File: config.mk
export PLATFORM = sky130hd
export DESIGN_NAME = indexed_queue_with_removal_top
export DESIGN_NICKNAME = d
export VERILOG_FILES = /design/src/hw/rtl/iqr_pkg.sv /design/src/hw/rtl/indexed_queue_with_removal_top.sv /design/src/hw/rtl/iqr_datapath.sv /design/src/hw/rtl/iqr_ctrl.sv
export SDC_FILE = /design/constraint.sdc
export NUM_CORES = 1
export LEC_CHECK = 0
export ABC_AREA = 1
export BUFFER_PORTS_ARGS = -buffer_cell sky130_fd_sc_hd__buf_2
export CORE_MARGIN = 2
export CORE_UTILIZATION = 35
export DETAILED_ROUTE_END_ITERATION = 10
export PLACE_DENSITY = 0.51
export SLEW_MARGIN = 10
export SYNTH_ARGS = -nofsm -noshare
export SYNTH_HDL_FRONTEND = slang
export SYNTH_HIERARCHICAL = 1
export SYNTH_SLANG_ARGS = --single-unit
File: constraint.sdc
create_clock -name clk -period 6.05 [get_ports clk]
set_input_delay 0.3025 -clock clk [delete_from_list [all_inputs] [get_ports clk]]
set_output_delay 0.3025 -clock clk [all_outputs]
set_load 0.05 [all_outputs]
File: src/hw/rtl/iqr_pkg.sv
// Shared widths, command codes and controller/datapath interface types.
package iqr_pkg;

    localparam int CMD_W          = 3;
    localparam int INDEX_W        = 5;
    localparam int WORD_W         = 32;
    localparam int COUNT_W        = 6;
    localparam int DEPTH_DEF      = 32;
    localparam int DATA_WIDTH_DEF = 32;

    typedef enum logic [CMD_W-1:0] {
        CMD_PUSH   = 3'd0,
        CMD_POP    = 3'd1,
        CMD_READ   = 3'd2,
        CMD_WRITE  = 3'd3,
        CMD_REMOVE = 3'd4
    } cmd_t;

    // controller -> datapath
    typedef struct packed {
        logic capture;     // latch the accepted command
        logic exec_write;  // push / write into the store
        logic exec_fetch;  // read the target entry
        logic reject;      // result is ok=0, no state change
        logic fetch_done;  // take fetched word, update head/count, start shift
        logic shift_step;  // one move of the removal shift
        logic load_out;    // load the result into the output register
    } iqr_ctl_t;

    // datapath -> controller
    typedef struct packed {
        logic legal;       // command can be carried out
        logic needs_fetch; // pop, read or remove
        logic is_remove;
        logic no_moves;    // removal closes without any shift
        logic last_move;   // current shift step is the final one
    } iqr_sts_t;

endpackage

File: src/hw/rtl/indexed_queue_with_removal_top.sv
// Top level of the indexed queue with removal: controller plus datapath.
//
// Usage:
//   Request channel (req_valid/req_stall) carries cmd, index and write_data;
//   a transfer happens on a clock edge with req_valid high and req_stall low.
//   Commands: push at tail, pop head, read at index, write at index, remove
//   at index. Each request yields exactly one response transfer on the
//   rsp_valid/rsp_stall channel with ok, read_data and count (entries held
//   after the command). Rejected commands (full, empty, index out of range,
//   unused codes) return ok=0, read_data=0 and leave the queue unchanged.
//   Push, write and rejects finish after the execute step, pop and read after
//   a fetch, and remove after a fetch and m shift moves, where m is the number of
//   entries shifted (at most DEPTH/2 - 1). The single read and single write
//   port of the entry store allows one entry move per cycle.
//   One request at a time: req_stall is high while a command is in progress,
//   so a request is taken only after the last result loads. A finished response
//   waits in the output register while a new request is taken. If the receiver
//   stalls with a response held, the next command finishes and waits to load.
//   Reset empties the queue (count 0, head 0) and clears rsp_valid; store
//   contents are not cleared and are never read before being written.
module indexed_queue_with_removal_top
    import iqr_pkg::*;
#(
    parameter int DEPTH      = DEPTH_DEF,
    parameter int DATA_WIDTH = DATA_WIDTH_DEF
)
(
    input  logic               clk,
    input  logic               rst_n,
    input  logic               req_valid,
    output logic               req_stall,
    input  logic [CMD_W-1:0]   cmd,
    input  logic [INDEX_W-1:0] index,
    input  logic [WORD_W-1:0]  write_data,
    output logic               rsp_valid,
    input  logic               rsp_stall,
    output logic               ok,
    output logic [WORD_W-1:0]  read_data,
    output logic [COUNT_W-1:0] count
);

    iqr_ctl_t ctl;
    iqr_sts_t sts;

    // sequencer: one command at a time, owns both handshakes
    iqr_ctrl u_ctrl (
        .clk       (clk),
        .rst_n     (rst_n),
        .req_valid (req_valid),
        .req_stall (req_stall),
        .rsp_valid (rsp_valid),
        .rsp_stall (rsp_stall),
        .sts       (sts),
        .ctl       (ctl)
    );

    // store, head/count state and response payload registers
    iqr_datapath #(
        .DEPTH      (DEPTH),
        .DATA_WIDTH (DATA_WIDTH)
    ) u_datapath (
        .clk        (clk),
        .rst_n      (rst_n),
        .ctl        (ctl),
        .sts        (sts),
        .cmd        (cmd),
        .index      (index),
        .write_data (write_data),
        .ok         (ok),
        .read_data  (read_data),
        .count      (count)
    );

endmodule

File: src/hw/rtl/iqr_datapath.sv
// Entry store, head/count registers, address arithmetic and result registers.
module iqr_datapath
    import iqr_pkg::*;
#(
    parameter int DEPTH      = DEPTH_DEF,
    parameter int DATA_WIDTH = DATA_WIDTH_DEF
)
(
    input  logic               clk,
    input  logic               rst_n,
    input  iqr_ctl_t           ctl,
    output iqr_sts_t           sts,
    input  logic [CMD_W-1:0]   cmd,
    input  logic [INDEX_W-1:0] index,
    input  logic [WORD_W-1:0]  write_data,
    output logic               ok,
    output logic [WORD_W-1:0]  read_data,
    output logic [COUNT_W-1:0] count
);

    localparam int AW = $clog2(DEPTH);
    localparam int CW = $clog2(DEPTH + 1);
    localparam int LW = (CW > INDEX_W) ? CW : INDEX_W;
    localparam logic [AW:0]   DEPTH_X = (AW + 1)'(DEPTH);
    localparam logic [CW-1:0] DEPTH_C = CW'(DEPTH);

    logic [DATA_WIDTH-1:0] entry_mem [DEPTH];
    logic [DATA_WIDTH-1:0] rd_data_reg;

    logic [AW-1:0]         head_reg, head_next;
    logic [CW-1:0]         cnt_reg, cnt_next;

    cmd_t                  cmd_reg;
    logic [INDEX_W-1:0]    idx_reg;
    logic [DATA_WIDTH-1:0] wdata_reg;
    logic                  res_ok_reg;
    logic [DATA_WIDTH-1:0] res_data_reg;
    logic                  fwd_reg;
    logic [CW-1:0]         moves_reg;
    logic [CW-1:0]         dst_reg;
    logic                  ok_reg;
    logic [WORD_W-1:0]     read_data_reg;
    logic [COUNT_W-1:0]    count_reg;

    logic [DATA_WIDTH-1:0] wdata_in;
    logic [WORD_W-1:0]     rdata_word;
    logic [COUNT_W-1:0]    count_word;

    logic [LW-1:0]         idx_l, cnt_l;
    logic [CW-1:0]         idx_c, n_after;
    logic                  fwd_calc;
    logic [CW-1:0]         moves_calc;
    logic [CW-1:0]         tgt_pos, first_src, next_src;
    logic [AW-1:0]         tgt_slot, dst_slot, first_src_slot, next_src_slot, head_inc;
    logic                  legal;

    logic                  mem_we, mem_re;
    logic [AW-1:0]         mem_waddr, mem_raddr;
    logic [DATA_WIDTH-1:0] mem_wdata;

    // physical slot of a logical position (position below DEPTH)
    function automatic logic [AW-1:0] slot_of(input logic [AW-1:0] head,
                                              input logic [AW-1:0] pos);
        logic [AW:0] sum;
        sum = {1'b0, head} + {1'b0, pos};
        if (sum >= DEPTH_X)
        begin
            sum = sum - DEPTH_X;
        end
        return sum[AW-1:0];
    endfunction

    // port word <-> stored word, and count to port width
    for (genvar b = 0; b < DATA_WIDTH; b++)
    begin : g_win
        if (b < WORD_W)
        begin : g_bit
            assign wdata_in[b] = write_data[b];
        end
        else
        begin : g_zero
            assign wdata_in[b] = 1'b0;
        end
    end

    for (genvar b = 0; b < WORD_W; b++)
    begin : g_rout
        if (b < DATA_WIDTH)
        begin : g_bit
            assign rdata_word[b] = res_data_reg[b];
        end
        else
        begin : g_zero
            assign rdata_word[b] = 1'b0;
        end
    end

    for (genvar b = 0; b < COUNT_W; b++)
    begin : g_cout
        if (b < CW)
        begin : g_bit
            assign count_word[b] = cnt_reg[b];
        end
        else
        begin : g_zero
            assign count_word[b] = 1'b0;
        end
    end

    // decode and range checks
    assign idx_l   = LW'(idx_reg);
    assign cnt_l   = LW'(cnt_reg);
    assign idx_c   = idx_l[CW-1:0];
    assign n_after = cnt_reg - CW'(1);

    always_comb
    begin
        legal   = 1'b0;
        tgt_pos = idx_c;
        unique case (cmd_reg)
            CMD_PUSH:
            begin
                legal   = (cnt_reg < DEPTH_C);
                tgt_pos = cnt_reg;
            end
            CMD_POP:
            begin
                legal   = (cnt_reg != '0);
                tgt_pos = '0;
            end
            CMD_READ, CMD_WRITE, CMD_REMOVE:
            begin
                legal = (idx_l < cnt_l);
            end
            default:
            begin
                legal = 1'b0;
            end
        endcase
    end

    // removal: close the gap from the nearer end
    assign fwd_calc   = ({idx_c, 1'b0} >= {1'b0, n_after});
    assign moves_calc = fwd_calc ? (n_after - idx_c) : idx_c;
    assign first_src  = fwd_calc ? (idx_c + CW'(1)) : (idx_c - CW'(1));
    assign next_src   = fwd_reg ? (dst_reg + CW'(2)) : (dst_reg - CW'(2));

    assign tgt_slot       = slot_of(head_reg, AW'(tgt_pos));
    assign dst_slot       = slot_of(head_reg, AW'(dst_reg));
    assign first_src_slot = slot_of(head_reg, AW'(first_src));
    assign next_src_slot  = slot_of(head_reg, AW'(next_src));
    assign head_inc       = slot_of(head_reg, AW'(1));

    assign sts.legal       = legal;
    assign sts.needs_fetch = (cmd_reg == CMD_POP) || (cmd_reg == CMD_READ)
                             || (cmd_reg == CMD_REMOVE);
    assign sts.is_remove   = (cmd_reg == CMD_REMOVE);
    assign sts.no_moves    = (moves_calc == '0);
    assign sts.last_move   = (moves_reg == CW'(1));

    // memory port selection
    always_comb
    begin
        mem_we    = 1'b0;
        mem_waddr = tgt_slot;
        mem_wdata = wdata_reg;
        mem_re    = 1'b0;
        mem_raddr = tgt_slot;
        if (ctl.exec_write)
        begin
            mem_we = 1'b1;
        end
        if (ctl.shift_step)
        begin
            mem_we    = 1'b1;
            mem_waddr = dst_slot;
            mem_wdata = rd_data_reg;
        end
        if (ctl.exec_fetch)
        begin
            mem_re = 1'b1;
        end
        if (ctl.fetch_done && (cmd_reg == CMD_REMOVE) && (moves_calc != '0))
        begin
            mem_re    = 1'b1;
            mem_raddr = first_src_slot;
        end
        if (ctl.shift_step && (moves_reg > CW'(1)))
        begin
            mem_re    = 1'b1;
            mem_raddr = next_src_slot;
        end
    end

    always_ff @(posedge clk)
    begin
        if (mem_we)
        begin
            entry_mem[mem_waddr] <= mem_wdata;
        end
        if (mem_re)
        begin
            rd_data_reg <= entry_mem[mem_raddr];
        end
    end

    // head and count
    always_comb
    begin
        head_next = head_reg;
        cnt_next  = cnt_reg;
        if (ctl.exec_write && (cmd_reg == CMD_PUSH))
        begin
            cnt_next = cnt_reg + CW'(1);
        end
        if (ctl.fetch_done)
        begin
            if (cmd_reg == CMD_POP)
            begin
                cnt_next  = n_after;
                head_next = head_inc;
            end
            else if (cmd_reg == CMD_REMOVE)
            begin
                cnt_next = n_after;
                if (!fwd_calc && (moves_calc == '0))
                begin
                    head_next = head_inc;
                end
            end
        end
        if (ctl.shift_step && (moves_reg == CW'(1)) && !fwd_reg)
        begin
            head_next = head_inc;
        end
    end

    always_ff @(posedge clk or negedge rst_n)
    begin
        if (!rst_n)
        begin
            head_reg <= '0;
            cnt_reg  <= '0;
        end
        else
        begin
            head_reg <= head_next;
            cnt_reg  <= cnt_next;
        end
    end

    // payload registers
    always_ff @(posedge clk)
    begin
        if (ctl.capture)
        begin
            cmd_reg   <= cmd_t'(cmd);
            idx_reg   <= index;
            wdata_reg <= wdata_in;
        end
        if (ctl.exec_write)
        begin
            res_ok_reg   <= 1'b1;
            res_data_reg <= '0;
        end
        if (ctl.reject)
        begin
            res_ok_reg   <= 1'b0;
            res_data_reg <= '0;
        end
        if (ctl.fetch_done)
        begin
            res_ok_reg   <= 1'b1;
            res_data_reg <= rd_data_reg;
            if (cmd_reg == CMD_REMOVE)
            begin
                fwd_reg   <= fwd_calc;
                moves_reg <= moves_calc;
                dst_reg   <= idx_c;
            end
        end
        if (ctl.shift_step)
        begin
            dst_reg   <= fwd_reg ? (dst_reg + CW'(1)) : (dst_reg - CW'(1));
            moves_reg <= moves_reg - CW'(1);
        end
        if (ctl.load_out)
        begin
            ok_reg        <= res_ok_reg;
            read_data_reg <= rdata_word;
            count_reg     <= count_word;
        end
    end

    assign ok        = ok_reg;
    assign read_data = read_data_reg;
    assign count     = count_reg;

`ifndef SYNTHESIS
    a_count_bound: assert property (@(posedge clk) disable iff (!rst_n)
        cnt_reg <= DEPTH_C)
        else $error("entry count above depth");

    a_shift_moves: assert property (@(posedge clk) disable iff (!rst_n)
        ctl.shift_step |-> moves_reg != '0)
        else $error("shift step with no move left");

    a_push_room: assert property (@(posedge clk) disable iff (!rst_n)
        (ctl.exec_write && (cmd_reg == CMD_PUSH)) |-> cnt_reg < DEPTH_C)
        else $error("push into a full store");
`endif

endmodule

File: src/hw/rtl/iqr_ctrl.sv
// Command sequencer: accept, execute, fetch, shift, deliver result.
module iqr_ctrl
    import iqr_pkg::*;
(
    input  logic     clk,
    input  logic     rst_n,
    input  logic     req_valid,
    output logic     req_stall,
    output logic     rsp_valid,
    input  logic     rsp_stall,
    input  iqr_sts_t sts,
    output iqr_ctl_t ctl
);

    typedef enum logic [4:0] {
        ST_IDLE  = 5'b00001,
        ST_EXEC  = 5'b00010,
        ST_FETCH = 5'b00100,
        ST_SHIFT = 5'b01000,
        ST_DONE  = 5'b10000
    } state_t;

    state_t state_reg, state_next;
    logic   rsp_valid_reg, rsp_valid_next;
    logic   rsp_free;

    assign rsp_free  = !rsp_valid_reg || !rsp_stall;
    assign req_stall = (state_reg != ST_IDLE);
    assign rsp_valid = rsp_valid_reg;

    always_comb
    begin
        state_next = state_reg;
        ctl        = '0;
        unique case (state_reg)
            ST_IDLE:
            begin
                if (req_valid)
                begin
                    ctl.capture = 1'b1;
                    state_next  = ST_EXEC;
                end
            end
            ST_EXEC:
            begin
                if (!sts.legal)
                begin
                    ctl.reject = 1'b1;
                    state_next = ST_DONE;
                end
                else if (sts.needs_fetch)
                begin
                    ctl.exec_fetch = 1'b1;
                    state_next     = ST_FETCH;
                end
                else
                begin
                    ctl.exec_write = 1'b1;
                    state_next     = ST_DONE;
                end
            end
            ST_FETCH:
            begin
                ctl.fetch_done = 1'b1;
                state_next     = (sts.is_remove && !sts.no_moves) ? ST_SHIFT : ST_DONE;
            end
            ST_SHIFT:
            begin
                ctl.shift_step = 1'b1;
                if (sts.last_move)
                begin
                    state_next = ST_DONE;
                end
            end
            ST_DONE:
            begin
                if (rsp_free)
                begin
                    ctl.load_out = 1'b1;
                    state_next   = ST_IDLE;
                end
            end
            default:
            begin
                state_next = ST_IDLE;
            end
        endcase
    end

    always_comb
    begin
        rsp_valid_next = rsp_valid_reg;
        if (rsp_valid_reg && !rsp_stall)
        begin
            rsp_valid_next = 1'b0;
        end
        if (ctl.load_out)
        begin
            rsp_valid_next = 1'b1;
        end
    end

    always_ff @(posedge clk or negedge rst_n)
    begin
        if (!rst_n)
        begin
            state_reg     <= ST_IDLE;
            rsp_valid_reg <= 1'b0;
        end
        else
        begin
            state_reg     <= state_next;
            rsp_valid_reg <= rsp_valid_next;
        end
    end

`ifndef SYNTHESIS
    a_accept_exec: assert property (@(posedge clk) disable iff (!rst_n)
        (req_valid && !req_stall) |=> state_reg == ST_EXEC)
        else $error("accepted transfer not executed");

    a_shift_entry: assert property (@(posedge clk) disable iff (!rst_n)
        (state_reg == ST_SHIFT) |->
            ($past(state_reg) == ST_FETCH || $past(state_reg) == ST_SHIFT))
        else $error("shift entered without a fetch");

    a_load_free: assert property (@(posedge clk) disable iff (!rst_n)
        ctl.load_out |-> (!rsp_valid_reg || !rsp_stall))
        else $error("result overwrote an untaken transfer");
`endif

endmodule
==> insert_results.sql <==
INSERT INTO impl_metrics (metric_group, metric, value, unit) VALUES
('status', 'outcome', 'finished clean', ''),
('sta', 'finalHoldViolCount', '0', ''),
('layout', 'layoutNonFillerInstCount', '7136', ''),
('layout', 'final.fill_count', '14512', ''),
('route', 'drt_iter0_drc', '3549', ''),
('die', 'die-width', '394', 'um'),
('synth', 'mappedNetlistNets', '5009', ''),
('sta', 'grt_setup_unrepaired', 'no', ''),
('worst_setup_path', 'cp_data_arrival_time', '6.22', 'ns'),
('pwr', 'peakVddDrop', '0.729', 'mV'),
('cts', 'cts_tree', 'built', ''),
('worst_setup_path', 'regToRegEndpoint', 'u_datapath/rd_data_reg[5]$_DFFE_PP_', ''),
('route', 'detail-route-antenna-nets', '0', ''),
('synth', 'synthDistinctLibCells', '46', ''),
('cts', 'post-cts-setup-buffer-count', '0', ''),
('die', 'die-area', '155000', 'um2'),
('cts', 'cts_inserted_buffers', '135', ''),
('synth', 'ys_dominant_reg_cell', 'sky130_fd_sc_hd__edfxtp_1', ''),
('cts', 'htreeDepth', '4', ''),
('layout', 'layout.cells.most_common', 'sky130_fd_sc_hd__nand2_1', ''),
('place', 'detailed_place_hpwl', '88.2', 'mm'),
('synth', 'yosysWarnings', '6', ''),
('layout', 'final_core_util', '40.2', '%'),
('layout', 'multi_input_logic_area', '13700', 'um2'),
('sta', 'final_min_period_over_clock_period', '94.6', '%'),
('layout', 'register_area', '35900', 'um2'),
('synth', 'netlist_area_before_placement', '53300', 'um2'),
('route', 'post-route-drc-count', '0', ''),
('sta', 'worst_slew_pin_slew', '1.23', 'ns'),
('cts', 'clkTransAtPathRegs', '0.06', 'ns'),
('worst_setup_path', 'cp.required', '6.55', 'ns'),
('sta', 'final_critical_path_setup_slack', '0.329', 'ns'),
('worst_setup_path', 'worst-path-max-fanout', '32', ''),
('grt', 'overflow', '0', ''),
('die', 'num_rows', '143', ''),
('synth', 'yosys_reg_bits', '1197', ''),
('place', 'detailedPlace.worstSlack', '0.163', 'ns'),
('sta', 'max_slew_margin', '18.0', '%'),
('layout', 'highest_count_cells_in_the_layout_ignoring_fill_and_taps', 'sky130_fd_sc_hd__nand2_1 (1,231), sky130_fd_sc_hd__edfxtp_1 (1,179), sky130_fd_sc_hd__nand3_1 (1,122)', ''),
('place', 'dp_cells', '6852', ''),
('pwr', 'leakage', '24.4', 'nW'),
('layout', 'final_nets', '5092', ''),
('grt', 'initial_antenna_violation_count', '4', ''),
('layout', 'areaGrowthSynthToFinish', '14.3', '%'),
('synth', 'async_flop_share', '1.42', '%'),
('pwr', 'total_power', '28.4', 'mW'),
('grt', 'grt_usage', '20.7', '%'),
('route', 'finalWirelength', '162', 'mm'),
('worst_setup_path', 'rr_worst_depth', '24', ''),
('worst_setup_path', 'critPathKind', 'reg -> reg', ''),
('layout', 'regMostFlops', 'u_datapath/entry_mem', ''),
('worst_setup_path', 'endpoint_kind', 'flop', ''),
('layout', 'finish.instance_area', '60900', 'um2'),
('route', 'detailedRoute.firstPassIterationCount', '5', ''),
('die', 'top_level_ports', '85', ''),
('synth', 'avgSynthCellArea', '10.8', 'um2'),
('worst_setup_path', 'setup.reg_to_reg.worst_slack', '0.33', 'ns'),
('place', 'placed_cell_area', '56200', 'um2'),
('die', 'initial_utilization', '35.2', '%'),
('worst_setup_path', 'setup.worst_path.start_class', 'flop', ''),
('layout', 'antennaDiodeCount', '0', ''),
('route', 'detail_route.vias_per_cell', '5.11', ''),
('die', 'die_height', '394', 'um'),
('hold_path', 'timing.hold.worst.class', 'in -> async', ''),
('sta', 'hold_ws', '0.0729', 'ns'),
('synth', 'ys_seq_area_share', '67.2', '%'),
('cts', 'cts-root-buf', 'sky130_fd_sc_hd__clkbuf_16', ''),
('grt', 'grt_max_degree', '170', ''),
('die', 'core_area', '152000', 'um2'),
('worst_setup_path', 'cp_slowest_stage_delay', '0.68', 'ns'),
('worst_setup_path', 'crit_path_start', 'u_datapath/cnt_l[1]$_DFF_PN0_', '');
==> critical path, delay by kind of cell, from the launching register on <==
| family | cells | cell delay (ns) |
|---|---|---|
| AOI/OAI and AO/OA | 4 | 1.27 |
| adders and majority gates | 4 | 1.19 |
| xor gates and xnor gates | 5 | 0.98 |
| and+or+nand+nor | 9 | 0.83 |
| buffers and inverters | 2 | 0.60 |
| DFF | 1 | 0.51 |
==> power breakdown <==
part	leakage, nW	switching (mW)	total (mW)	internal (mW)
combinational	11.5	7.21	9.89	2.69
clock	2.07	3.39	7.98	4.59
sequential	10.9	0.162	10.5	10.3
==> kinds of logic (layout without fill, tap and decap cells) <==
group / count (synthesis) / after routing / share of synthesized area (%)
adder cells (fa/ha/maj): 45 / 45 / 1.17
buffers and inverters: 948 / 1134 / 7.69
AND/OR/NAND/NOR: 2623 / 2623 / 22.5
AO/OA/AOI/OAI: 68 / 68 / 0.744
XOR/XNOR: 39 / 39 / 0.641
flip-flops: 1197 / 1197 / 67.2
==> timing repair <==
item / in CTS / in global routing
gates resized for setup: 0 / 2
hold buffers: 44 / 0
endpoints found under the hold margin: 61 / 0
endpoints found under the setup margin: 0 / 32
==> layout make-up <==
| cell class | instances | share of cell area, % |
|---|---|---|
| Tap cell | 2030 | 4.17 |
| Clock buffer | 168 | 5.85 |
| Inverter | 658 | 4.08 |
| Multi-Input combinational cell | 2775 | 22.5 |
| Sequential cell | 1197 | 58.8 |
| Timing Repair Buffer | 236 | 3.46 |
| Clock inverter | 72 | 1.16 |
==> metal layers <==
metal | part of all wire, % | vias up | GRT usage (%)
met5 | 0 | - | 0
met4 | 2.8 | 0 | 6.51
met3 | 6.2 | 214 | 2.79
met2 | 47 | 1214 | 33.5
met1 | 44 | 18262 | 28.7
li1 | - | 16796 | -
==> synthesized netlist by cell type (all sizes together) (3+ instances only) <==
cell type  instances  area share, %
a21oi             18           0.18
a31oi              4          0.059
buf              207            2.5
clkbuf            83           0.58
dfrtp             16           0.75
edfxtp          1179             66
fa                 8           0.30
ha                37           0.87
inv              658            4.6
nand2           1241            8.8
nand3           1129             11
nand3b           160            2.3
nand4              7          0.082
nor2              75           0.59
nor3               6          0.066
o21ai             33           0.31
o21bai             3          0.063
o22ai              5          0.059
or2                3          0.035
xnor2              9           0.15
xor2              30           0.49
==> how the worst max path moves through the flow <==
stage,to,cells past startpoint,slack [ns]
floorplan,u_datapath/entry_mem[0][0]$_DFFE_PP_,17,1.55
global placement,u_datapath/rd_data_reg[5]$_DFFE_PP_,24,0.30
detailed placement,u_datapath/rd_data_reg[5]$_DFFE_PP_,24,0.16
CTS,u_datapath/rd_data_reg[5]$_DFFE_PP_,24,0.10
global route,u_datapath/rd_data_reg[5]$_DFFE_PP_,24,0.01
finish,u_datapath/rd_data_reg[5]$_DFFE_PP_,24,0.33
(Power assumes the default switching activity.)
